[config.mk]
export PLATFORM = sky130hd
export DESIGN_NAME = lru_key_value_cache_unit_flat
export DESIGN_NICKNAME = d
export VERILOG_FILES = /design/src/rtl/lkvc_pkg.sv /design/src/rtl/lkvc_req_if.sv /design/src/rtl/lkvc_rsp_if.sv /design/src/rtl/lkvc_value_ram.sv /design/src/rtl/lkvc_tag_lru.sv /design/src/rtl/lru_key_value_cache_unit.sv /design/src/flat_wrapper.sv
export VERILOG_INCLUDE_DIRS = /design/src /design/src/rtl
export SDC_FILE = /design/constraint.sdc
export NUM_CORES = 2
export LEC_CHECK = 0
export ABC_AREA = 1
export BUFFER_PORTS_ARGS = -buffer_cell sky130_fd_sc_hd__buf_2
export CORE_ASPECT_RATIO = 0.6
export CORE_UTILIZATION = 42
export CTS_CLUSTER_DIAMETER = 30
export DETAILED_ROUTE_END_ITERATION = 12
export GPL_ROUTABILITY_DRIVEN = 1
export GPL_TIMING_DRIVEN = 1
export PLACE_DENSITY = 0.57
export SYNTH_ARGS = -nofsm -noshare
export SYNTH_HDL_FRONTEND = slang
export SYNTH_SLANG_ARGS = --single-unit
[constraint.sdc]
create_clock -name clk_i -period 7.65 [get_ports clk_i]
set_clock_uncertainty 0.1 [all_clocks]
set_input_delay 0.3825 -clock clk_i [delete_from_list [all_inputs] [get_ports clk_i]]
set_output_delay 0.3825 -clock clk_i [all_outputs]
set_load 0.02 [all_outputs]
[src/rtl/lru_key_value_cache_unit_defines.svh]
// Assertion macros for the cache RTL, used by the tag and LRU block.
`ifndef LRU_KEY_VALUE_CACHE_UNIT_DEFINES_SVH
`define LRU_KEY_VALUE_CACHE_UNIT_DEFINES_SVH

`ifndef SYNTHESIS
`define LKVC_ASSERT(lbl, clk, rstn, ante, cons) \
  lbl: assert property (@(posedge clk) disable iff (!rstn) (ante) |-> (cons)) \
    else $error("cache assertion failed");
`define LKVC_ASSERT_NEXT(lbl, clk, rstn, ante, cons) \
  lbl: assert property (@(posedge clk) disable iff (!rstn) (ante) |=> (cons)) \
    else $error("cache assertion failed");
`else
`define LKVC_ASSERT(lbl, clk, rstn, ante, cons)
`define LKVC_ASSERT_NEXT(lbl, clk, rstn, ante, cons)
`endif

`endif

[src/rtl/lkvc_pkg.sv]
`default_nettype none
package lkvc_pkg;
  localparam int ENTRIES = 16;
  localparam int IDX_W = $clog2(ENTRIES);
  localparam int OCC_W = $clog2(ENTRIES + 1);
  localparam int CAP_W = 5;
  localparam int LIM_W = (OCC_W > CAP_W) ? OCC_W : CAP_W;
  localparam int DATA_W = 32;
  localparam logic [CAP_W-1:0] CAP_RESET = CAP_W'(16);
  localparam logic OP_GET = 1'b0;
  localparam logic OP_PUT = 1'b1;
  localparam logic [DATA_W-1:0] MISS_VALUE = '1;

  typedef struct packed {
    logic hit;
    logic [IDX_W-1:0] slot;
  } lkvc_look_t;
endpackage
`default_nettype wire

[src/rtl/lkvc_req_if.sv]
`default_nettype none
interface lkvc_req_if;
  logic valid;
  logic ready;
  logic operation;
  logic signed [31:0] lookup_key;
  logic signed [31:0] write_value;
  modport source (output valid, operation, lookup_key, write_value, input ready);
  modport sink (input valid, operation, lookup_key, write_value, output ready);
endinterface
`default_nettype wire

[src/rtl/lkvc_rsp_if.sv]
`default_nettype none
interface lkvc_rsp_if;
  logic valid;
  logic ready;
  logic hit;
  logic signed [31:0] read_value;
  modport source (output valid, hit, read_value, input ready);
  modport sink (input valid, hit, read_value, output ready);
endinterface
`default_nettype wire

[src/rtl/lkvc_value_ram.sv]
`default_nettype none
module lkvc_value_ram #(
  parameter int DEPTH = 16,
  parameter int WIDTH = 32
) (
  input  wire logic                     clk_i,
  input  wire logic                     we_i,
  input  wire logic                     re_i,
  input  wire logic [$clog2(DEPTH)-1:0] addr_i,
  input  wire logic [WIDTH-1:0]         wdata_i,
  output logic [WIDTH-1:0]              rdata_o
);
  logic [WIDTH-1:0] mem [DEPTH];

  always_ff @(posedge clk_i) begin
    if (we_i) begin
      mem[addr_i] <= wdata_i;
    end
    if (re_i) begin
      rdata_o <= mem[addr_i];
    end
  end
endmodule
`default_nettype wire

[src/rtl/lkvc_tag_lru.sv]
`default_nettype none
`include "lru_key_value_cache_unit_defines.svh"
module lkvc_tag_lru (
  input  wire logic                         clk_i,
  input  wire logic                         rst_ni,
  input  wire logic                         look_en_i,
  input  wire logic                         op_i,
  input  wire logic [31:0]                  key_i,
  input  wire logic [lkvc_pkg::CAP_W-1:0]   cap_i,
  output lkvc_pkg::lkvc_look_t              look_o
);
  import lkvc_pkg::*;

  logic [31:0]      keys_q [ENTRIES];
  logic [ENTRIES-1:0] valid_q, valid_d;
  logic [IDX_W-1:0] rank_q [ENTRIES];
  logic [IDX_W-1:0] rank_d [ENTRIES];
  logic [OCC_W-1:0] occ_q, occ_d;
  logic [ENTRIES-1:0] match, worst, valid_left;
  logic [LIM_W-1:0] lim;
  logic             full;
  logic             hit;
  logic [IDX_W-1:0] hit_slot, free_slot, target;
  logic [IDX_W-1:0] target_rank;
  logic             update, insert;

  always_comb begin
    match = '0;
    for (int i = 0; i < ENTRIES; i++) begin
      match[i] = valid_q[i] && (keys_q[i] == key_i);
    end
    hit = |match;
    hit_slot = '0;
    for (int i = ENTRIES - 1; i >= 0; i--) begin
      if (match[i]) begin
        hit_slot = IDX_W'(i);
      end
    end
  end

  always_comb begin
    if (cap_i == '0) begin
      lim = LIM_W'(1);
    end else if (LIM_W'(cap_i) > LIM_W'(ENTRIES)) begin
      lim = LIM_W'(ENTRIES);
    end else begin
      lim = LIM_W'(cap_i);
    end
    full = LIM_W'(occ_q) >= lim;
  end

  always_comb begin
    for (int i = 0; i < ENTRIES; i++) begin
      worst[i] = valid_q[i];
      for (int j = 0; j < ENTRIES; j++) begin
        if (j != i && valid_q[j] && rank_q[j] > rank_q[i]) begin
          worst[i] = 1'b0;
        end
      end
    end
    valid_left = full ? (valid_q & ~worst) : valid_q;
    free_slot = '0;
    for (int i = ENTRIES - 1; i >= 0; i--) begin
      if (!valid_left[i]) begin
        free_slot = IDX_W'(i);
      end
    end
  end

  assign insert = look_en_i && !hit && (op_i == OP_PUT);
  assign update = (look_en_i && hit) || insert;
  assign target = hit ? hit_slot : free_slot;
  assign target_rank = rank_q[target];

  always_comb begin
    valid_d = valid_q;
    occ_d = occ_q;
    for (int j = 0; j < ENTRIES; j++) begin
      rank_d[j] = rank_q[j];
      if (update) begin
        if (rank_q[j] < target_rank) begin
          rank_d[j] = rank_q[j] + IDX_W'(1);
        end
        if (IDX_W'(j) == target) begin
          rank_d[j] = '0;
        end
      end
    end
    if (insert) begin
      valid_d = valid_left;
      valid_d[target] = 1'b1;
      if (!full) begin
        occ_d = occ_q + OCC_W'(1);
      end
    end
  end

  always_ff @(posedge clk_i or negedge rst_ni) begin
    if (!rst_ni) begin
      valid_q <= '0;
      occ_q <= '0;
      for (int i = 0; i < ENTRIES; i++) begin
        rank_q[i] <= IDX_W'(i);
      end
    end else begin
      valid_q <= valid_d;
      occ_q <= occ_d;
      rank_q <= rank_d;
    end
  end

  always_ff @(posedge clk_i) begin
    if (insert) begin
      keys_q[target] <= key_i;
    end
  end

  assign look_o.hit = hit;
  assign look_o.slot = target;

  `LKVC_ASSERT(a_occ_count, clk_i, rst_ni, 1'b1, $countones(valid_q) == int'(occ_q))
  `LKVC_ASSERT(a_single_match, clk_i, rst_ni, look_en_i, $onehot0(match))
  `LKVC_ASSERT_NEXT(a_insert_valid, clk_i, rst_ni, insert, valid_q[$past(target)])
endmodule
`default_nettype wire

[src/rtl/lru_key_value_cache_unit.sv]
// A transaction accepted by the request port goes through the tag lookup and value RAM
// read (ST_LOOK), then into the output register (ST_DONE), which waits for a free output.
// New transactions are accepted only in ST_IDLE, or in ST_DONE as the result is loaded.
// Reset clears all valid marks, the occupancy count and the pending result;
// recency ranks return to slot order and the capacity register to 16.
`default_nettype none
module lru_key_value_cache_unit (
  input  wire logic                       clk_i,
  input  wire logic                       rst_ni,
  input  wire logic                       cfg_we_i,
  input  wire logic [lkvc_pkg::CAP_W-1:0] cfg_wdata_i,
  lkvc_req_if.sink                        req,
  lkvc_rsp_if.source                      rsp
);
  import lkvc_pkg::*;

  localparam logic [1:0] ST_IDLE = 2'd0;
  localparam logic [1:0] ST_LOOK = 2'd1;
  localparam logic [1:0] ST_DONE = 2'd2;

  logic [1:0]        state_q, state_d;
  logic [CAP_W-1:0]  cap_q;
  logic              op_q;
  logic [31:0]       key_q, val_q;
  logic              hit_q, get_q;
  logic              out_valid_q;
  logic              out_hit_q;
  logic [31:0]       out_value_q;
  logic              out_free, accept, look_en, load_out;
  logic [DATA_W-1:0] rdata;
  lkvc_look_t        look;

  assign out_free = !out_valid_q || rsp.ready;
  assign req.ready = (state_q == ST_IDLE) || ((state_q == ST_DONE) && out_free);
  assign accept = req.valid && req.ready;
  assign look_en = (state_q == ST_LOOK);
  assign load_out = (state_q == ST_DONE) && out_free;

  always_comb begin
    state_d = state_q;
    case (state_q)
      ST_IDLE: begin
        if (accept) begin
          state_d = ST_LOOK;
        end
      end
      ST_LOOK: state_d = ST_DONE;
      ST_DONE: begin
        if (load_out) begin
          state_d = accept ? ST_LOOK : ST_IDLE;
        end
      end
      default: state_d = ST_IDLE;
    endcase
  end

  always_ff @(posedge clk_i or negedge rst_ni) begin
    if (!rst_ni) begin
      state_q <= ST_IDLE;
      cap_q <= CAP_RESET;
      out_valid_q <= 1'b0;
    end else begin
      state_q <= state_d;
      if (cfg_we_i) begin
        cap_q <= cfg_wdata_i;
      end
      if (load_out) begin
        out_valid_q <= 1'b1;
      end else if (rsp.ready) begin
        out_valid_q <= 1'b0;
      end
    end
  end

  always_ff @(posedge clk_i) begin
    if (accept) begin
      op_q <= req.operation;
      key_q <= req.lookup_key;
      val_q <= req.write_value;
    end
    if (look_en) begin
      hit_q <= look.hit;
      get_q <= (op_q == OP_GET);
    end
    if (load_out) begin
      out_hit_q <= hit_q;
      out_value_q <= (hit_q && get_q) ? rdata : MISS_VALUE;
    end
  end

  lkvc_tag_lru u_tag (
    .clk_i     (clk_i),
    .rst_ni    (rst_ni),
    .look_en_i (look_en),
    .op_i      (op_q),
    .key_i     (key_q),
    .cap_i     (cap_q),
    .look_o    (look)
  );

  lkvc_value_ram #(
    .DEPTH (ENTRIES),
    .WIDTH (DATA_W)
  ) u_ram (
    .clk_i   (clk_i),
    .we_i    (look_en && (op_q == OP_PUT)),
    .re_i    (look_en),
    .addr_i  (look.slot),
    .wdata_i (val_q),
    .rdata_o (rdata)
  );

  assign rsp.valid = out_valid_q;
  assign rsp.hit = out_hit_q;
  assign rsp.read_value = out_value_q;
endmodule
`default_nettype wire

[src/flat_wrapper.sv]
// flat-port wrapper written by rule: the top's interface ports become plain ports
module lru_key_value_cache_unit_flat import lkvc_pkg::*;
  (clk_i, rst_ni, cfg_we_i, cfg_wdata_i, req_valid, req_operation, req_lookup_key, req_write_value, req_ready, rsp_valid, rsp_hit, rsp_read_value, rsp_ready);
  lkvc_req_if req_i ();
  lkvc_rsp_if rsp_i ();
  input  wire logic clk_i;
  input  wire logic rst_ni;
  input  wire logic cfg_we_i;
  input  wire logic [lkvc_pkg::CAP_W-1:0] cfg_wdata_i;
  input wire logic [$bits(req_i.valid)-1:0] req_valid;
  input wire logic [$bits(req_i.operation)-1:0] req_operation;
  input wire logic [$bits(req_i.lookup_key)-1:0] req_lookup_key;
  input wire logic [$bits(req_i.write_value)-1:0] req_write_value;
  output wire logic [$bits(req_i.ready)-1:0] req_ready;
  output wire logic [$bits(rsp_i.valid)-1:0] rsp_valid;
  output wire logic [$bits(rsp_i.hit)-1:0] rsp_hit;
  output wire logic [$bits(rsp_i.read_value)-1:0] rsp_read_value;
  input wire logic [$bits(rsp_i.ready)-1:0] rsp_ready;
  assign req_i.valid = req_valid;
  assign req_i.operation = req_operation;
  assign req_i.lookup_key = req_lookup_key;
  assign req_i.write_value = req_write_value;
  assign req_ready = req_i.ready;
  assign rsp_valid = rsp_i.valid;
  assign rsp_hit = rsp_i.hit;
  assign rsp_read_value = rsp_i.read_value;
  assign rsp_i.ready = rsp_ready;
  lru_key_value_cache_unit u_core (.clk_i(clk_i), .rst_ni(rst_ni), .cfg_we_i(cfg_we_i), .cfg_wdata_i(cfg_wdata_i), .req(req_i), .rsp(rsp_i));
endmodule
After elaboration in Yosys (flattened, before gate mapping):

Memories as Yosys holds them, arrays and structs flattened. A register that Yosys moved wholly into a read port is not among the register bits.
Cells that the tools add are included.

* register bits after elaboration: 193
* RAM bits: 1024
* input port bits: 75
* output and inout bits: 35
* word-level logic and storage cells: 980
* memories: 2

* add/sub/neg operators: 17
* $lt $le $gt $ge: 261
* eq/ne operators: 35
* muxes and demuxes: 323
* bitwise logic cells: 6
* reductions and logical operators: 308

Memories
* u_core.u_ram.mem: depth 16, width 32, read ports 1, clocked after memory_dff 1, wr ports 1, RTL line lkvc_value_ram.sv:13 `logic [WIDTH-1:0] mem [DEPTH];`
* u_core.u_tag.keys_q: depth 16, width 32, read ports 16, clocked after memory_dff 0, wr ports 1, RTL line lkvc_tag_lru.sv:14 `logic [31:0] keys_q [ENTRIES];`

Operators with widths (count)
* greater-than comparator 4 bit: 240
* == test 32 bit: 16
* 2-to-1 mux 4 bit: 67
* logical AND 1 bit: 264
* 2-to-1 mux 1 bit: 248
* adder 4 x 1 -> 4 bit (second input constant): 16
* < comparator 4 bit: 16
* AND reduction 2 bit: 18
* nonzero test 2 bit: 17
* == test 4 bit (first input constant): 8
* AND 16 bit: 1
* binary-select mux 4 bit (select 4 bit): 1
* == test 3 x 4 -> 1 bit (first input constant): 4
* 2-to-1 mux 16 bit: 1
* NOT 16 bit: 1
* OR 16 bit: 1
* OR reduction 16 bit: 1
* 2-to-1 mux 5 bit: 2
* == test 2 x 4 -> 1 bit (first input constant): 2
* one-hot mux 2 bit (3 select lines): 1
* adder 5 x 1 -> 5 bit (second input constant): 1
* greater-or-equal comparator 5 bit: 1
* greater-or-equal comparator 5 bit (second input constant): 1
* greater-than comparator 5 bit (second input constant): 1
* other kinds (15): 21

Depth between registers and ports, before layout:

* depth after elaboration: 44
* gate-level depth with buffers: 49
* gate-level depth less buffers: 47

Hierarchy:

From an unflattened synthesis, not the netlist that was laid out.

* cell total of the unflattened synthesis: 6767
* area, all modules: 67342.1 um2

By module, submodules not included
* lkvc_tag_lru: times used 1, cells each 4475, area an instance 41222.0 um2, seq. area each 17541.8 um2
* lkvc_value_ram: times used 1, cells each 2113, area an instance 22534.1 um2, seq. area each 16335.7 um2
* lru_key_value_cache_unit: times used 1, cells each 179, area an instance 3585.9 um2, seq. area each 3204.3 um2

Worst setup path before layout:

Ideal clock, no wire load.

* kind: reg2reg
* start: register u_core.u_tag.rank_q[19] (netlist name)
* end: memory u_core.u_tag.keys_q[0][0], enable pin
* setup time: 463 ps
* data arrival time: 5719 ps
* required time: 7087 ps
* path slack: 1367 ps
* cell stages (with the launch flop): 31
* path buffers: 1
* clock period less this slack: 6283 ps
* cell sequence: dfstp_2 inv_1 ha_1 nand2_1 inv_1 nand2_1 o211ai_1 nand3_1 and3_1 nand3_1 nor2_1 nor2_1 nand2_1 nand2_1 nand2_1 nand2_1 nand2_1 nand2_1 nand2_1 nand2_1 nand2_1 nand2_1 nand2_1 nand2_2 nand2_4 buf_6 nor2_2 clkinv_1 nor2_1 inv_1 nor3_1

* longest elaborated chain between the ends: 33
* elaborated cells on any way between the ends: 166
* classes of those cells: order compare: 30; mux: 104; bitwise: 2; reduce/logical: 30

RTL lines
* start: declaration: RTL line lkvc_tag_lru.sv:16 `logic [IDX_W-1:0] rank_q [ENTRIES];`
* start signal: indexed assignment: RTL line lkvc_tag_lru.sv:103 `rank_q[i] <= IDX_W'(i);`
* start signal: assignment: RTL line lkvc_tag_lru.sv:108 `rank_q <= rank_d;`
* greater-than comparator 4 bit: RTL line lkvc_tag_lru.sv:56 `if (j != i && valid_q[j] && rank_q[j] > rank_q[i]) begin`
* logical AND 1 bit: RTL line lkvc_tag_lru.sv:56
* 2-to-1 mux 1 bit (15 in series): RTL line lkvc_tag_lru.sv:56
* NOT 16 bit *: RTL line lkvc_tag_lru.sv:61 `valid_left = full ? (valid_q & ~worst) : valid_q;`
* AND 16 bit *: RTL line lkvc_tag_lru.sv:61
* 2-to-1 mux 16 bit *: RTL line lkvc_tag_lru.sv:61
* 2-to-1 mux 4 bit (11 in series): RTL line lkvc_tag_lru.sv:64 `if (!valid_left[i]) begin`
* 2-to-1 mux 4 bit *: RTL line lkvc_tag_lru.sv:64
* 2-to-1 mux 4 bit *: RTL line lkvc_tag_lru.sv:72 `assign target = hit ? hit_slot : free_slot;`
* end: declaration: RTL line lkvc_tag_lru.sv:14

Mark *: on every way between the ends. The rest lies on a longest branch, timed or not.

Worst setup path after layout:

* start: register u_core.u_tag.rank_q[36] (netlist name)
* end: register u_core.u_tag.rank_q[21] (netlist name)

* longest elaborated chain between the ends: 38
* elaborated cells on any way between the ends: 245
* classes of those cells: order compare: 31; eq/ne: 1; mux: 178; bitwise: 3; reduce/logical: 32

RTL lines
* greater-than comparator 4 bit: RTL line lkvc_tag_lru.sv:56
* logical AND 1 bit: RTL line lkvc_tag_lru.sv:56
* 2-to-1 mux 1 bit (9 in series): RTL line lkvc_tag_lru.sv:56
* NOT 16 bit: RTL line lkvc_tag_lru.sv:61
* AND 16 bit: RTL line lkvc_tag_lru.sv:61
* 2-to-1 mux 16 bit: RTL line lkvc_tag_lru.sv:61
* 2-to-1 mux 4 bit (16 in series): RTL line lkvc_tag_lru.sv:64
* 2-to-1 mux 4 bit: RTL line lkvc_tag_lru.sv:72
* NOT 4 -> 5 bit (implied by the code): RTL line lkvc_tag_lru.sv:73 `assign target_rank = rank_q[target];`
* binary-select mux 4 bit (select 4 bit): RTL line lkvc_tag_lru.sv:73
* 2-to-1 mux 4 bit (implied by the code) (2 in series): RTL line lkvc_tag_lru.sv:73
* < comparator 4 bit: RTL line lkvc_tag_lru.sv:81 `if (rank_q[j] < target_rank) begin`
* nonzero test 2 bit (no source line)
* AND reduction 2 bit (no source line)

Parallel ways exist; a longest one is shown, timed or not. The select of a mux whose other input is x is not followed.
A chain may end at the register's enable or synchronous reset.

==> out/results.tsv <==
metric	value	unit
post-route-drc-count	0	
hold_violations	0	
seqPwrFrac	26.1	%
p_per_area	441.2	nW/um2
comb_power_share	47.1	%
yosysTopAreaCell	edfxtp_1	
synth_top_area_share	53.89	%
fin_crit_sh	93.14	%
start_util	42.63	%
cts_tree	built	
wire_per_inst	28.80	um
ant_nets	0	
instances_no_fill	8379	
r2r_setup_slack	0.52	ns
clockPowerShare	26.8	%
drt-total-wl	241300	um
worstSetupStartpointType	register	
crit_fanout	12	
grt_usage	30.78	%
syn_nets	6388	
worstSetupPathType	reg2reg	
cts_inserted_buffers	191	
avgViaCountPerCell	5.997	
yosys_register_bits	1249	
mostFrequentLayoutCell	nand2_1	
synth_cell_types	67	
root_buffer	clkbuf_16	
fin_util	50.61	%
firstDrtPassIters	8	
cp.arrival	7.73	ns
rows	110	
gp_congestion	1.053	
cp-startpoint	u_core.u_tag.rank_q[36]$_DFFE_PN0P_	
fmax	140.3	MHz
endpoint	u_core.u_tag.rank_q[21]$_DFFE_PN1P_	
grt_pass1_wl	339600	um
path_clk_slew	0.06	ns
critPathMaxStageDelay	0.82	ns
status	complete, no violations	
yosys_warnings	0	
antenna_found_initial	20	
fp.dieW	507.6	um
tightestPinTransition	1.175	ns
boundaryPins	110	
avgSynthCellArea	11.18	um2
grt.overflow.total	0	
synth-main-ff-cell	edfxtp_1	
synthArstFlopShare	7.446	%
power.leakage	29.80	nW
critPathBufInv	5	
fin_tns_setup	0	ns
area_growth	18.72	%
num_vias	50250	
port_buffers	109	
switching_share	44.16	%
r2r_cells	29	
timing.rr.end	u_core.u_tag.rank_q[21]$_DFFE_PN1P_	
cp.depth	29	
relSlewSlack	21.55	%
grt_max_degree	130	
p_int	18.84	mW
ir_worst_vdd	0.0008186	V
cts.path.max_buffers	3	
yosysSeqAreaShare	57.56	%
p_sw	14.90	mW
grt_pass1_vias	46260	
finalSetupViolCount	0	
synth_cells	5763	
finalCriticalPeriod	7.125	ns
first_iter_violations	7713	
reg2reg_from	u_core.u_tag.rank_q[36]$_DFFE_PN0P_	
synth_edf_count	1156	
dieArea	155000	um2
numClockSinks	1249	
die_h	305.4	um
synth_area_leaders	edfxtp_1 (54%), ha_1 (11%), nand2_1 (6.8%)	
core_area	151100	um2
nets	6816	
holdCritPathClass	in2async	
dp_hpwl	159400	um
post_cts_resized	0	
seq_area	37080	um2
end_kind	register	
multi_input_area	24680	um2
drive_above_1_share	14.17	%
crit_top_cell	nand2_1	
insertion_delay	0.87	ns
crit_required	8.26	ns
cts-htree-levels	4	
dp.cells	7931	
drv_slew	0	
mostFrequentLayoutCells	nand2_1 (1158), edfxtp_1 (1156), ha_1 (550), inv_1 (451), nor2_1 (318)	
nFillCells	13240	
synth_area	64420	um2
critPathSlowestCell	nor2_1	
cp_top_family	simple AND/OR/NAND/NOR gates	
drv_cap	0	
rsz0062_at_grt	false	
## area by class of cell
type | count | share of cell area, %
timing repair buffer | 425 | 4.613
clock buffer | 203 | 6.349
sequential | 1249 | 48.49
clock inverter | 158 | 2.505
tap | 2016 | 3.298
multi-input combinational | 3828 | 32.27
antenna | 4 | 0.01309
inverter | 496 | 2.464
## power by group through the flow
| stage | clock [mW] | sequential (mW) | combinational, mW |
|---|---|---|---|
| 2_1_floorplan | 0 | 8.76 | 9.83 |
| 3_3_place_gp | 0 | 8.91 | 14.9 |
| 3_5_place_dp | 0 | 8.91 | 15.3 |
| 4_1_cts | 9.16 | 8.78 | 15.4 |
| 5_1_grt | 9.44 | 8.83 | 17.4 |
| 6_report | 9.04 | 8.82 | 15.9 |
## synthesized netlist by cell type, types with 100 or more instances
master / instances
nand2_1: 1160
xnor2_1: 132
nand3_1: 227
inv_1: 452
o21ai_0: 172
nor2_1: 342
o22ai_1: 127
a22o_1: 100
a21oi_1: 184
ha_1: 550
nand4_1: 132
edfxtp_1: 1156
## worst min-delay path by stage
stage,slack (ns),end,startpoint
after detailed placement,0.37,u_core.u_tag.occ_q[4]$_DFFE_PN0P_,u_core.u_tag.occ_q[4]$_DFFE_PN0P_
after global routing,0.10,u_core.val_q[4]$_DFFE_PP_,req_write_value[4]
final,0.11,u_core.u_tag.rank_q[30]$_DFFE_PN0P_,rst_ni
after global placement,0.38,u_core.u_tag.occ_q[4]$_DFFE_PN0P_,u_core.u_tag.occ_q[4]$_DFFE_PN0P_
after floorplan,-0.01,u_core.cap_q[0]$_DFFE_PN0P_,rst_ni
after CTS,0.05,u_core.key_q[31]$_DFFE_PP_,req_lookup_key[31]
## registers in the layout, summed over array words and instances (netlist names)
register / flops
u_core.get_q: 1
u_core.u_tag.keys_q: 512
u_core.rsp.valid: 1
u_core.u_ram.mem: 512
u_core.state_q: 2
u_core.key_q: 32
u_core.op_q: 1
u_core.hit_q: 1
u_core.cap_q: 5
u_core.rsp.hit: 1
u_core.u_tag.rank_q: 64
u_core.u_tag.valid_q: 16
u_core.u_ram.rdata_o: 32
u_core.u_tag.occ_q: 5
u_core.rsp.read_value: 32
u_core.val_q: 32
## routing by layer
layer | routed length (um) | track usage [%]
met3 | 38380 | 12.39
met5 | 124 | 0.4012
met1 | 108200 | 47.90
met2 | 89810 | 38.76
met4 | 4745 | 6.892
## stage by stage
stage	setup slack, ns	area [um2]	total power, mW	hold slack (ns)
6_report	0.5247	76480	33.75	0.1065
3_3_place_gp	1.139	68870	23.84	0.3753
5_1_grt	0.3256	76470	35.69	0.1005
3_5_place_dp	1.051	68870	24.19	0.3731
4_1_cts	1.026	76470	33.31	0.05473
2_1_floorplan	1.367	64420	18.59	-0.01309
## kinds of logic (layout without fill, tap and decap cells)
logic type	count (synthesis)	in the layout	share of synthesized area, %
and+or+nand+nor	2086	2086	14.04
AOI/OAI and AO/OA	995	995	10.47
DFF	1249	1249	57.56
xor gates and xnor gates	195	195	2.651
buffers and inverters	686	1282	4.553
other	0	4	0
muxes	2	2	0.03496
adders and majority gates	550	550	10.68
## timing repair
| item | CTS | global route |
|---|---|---|
| endpoints found under the hold margin | 125 | 0 |
| hold buffers | 83 | 0 |
| buffers inserted | 0 | 0 |
| endpoints found under the setup margin | 0 | 0 |
(Power assumes the default switching activity.)
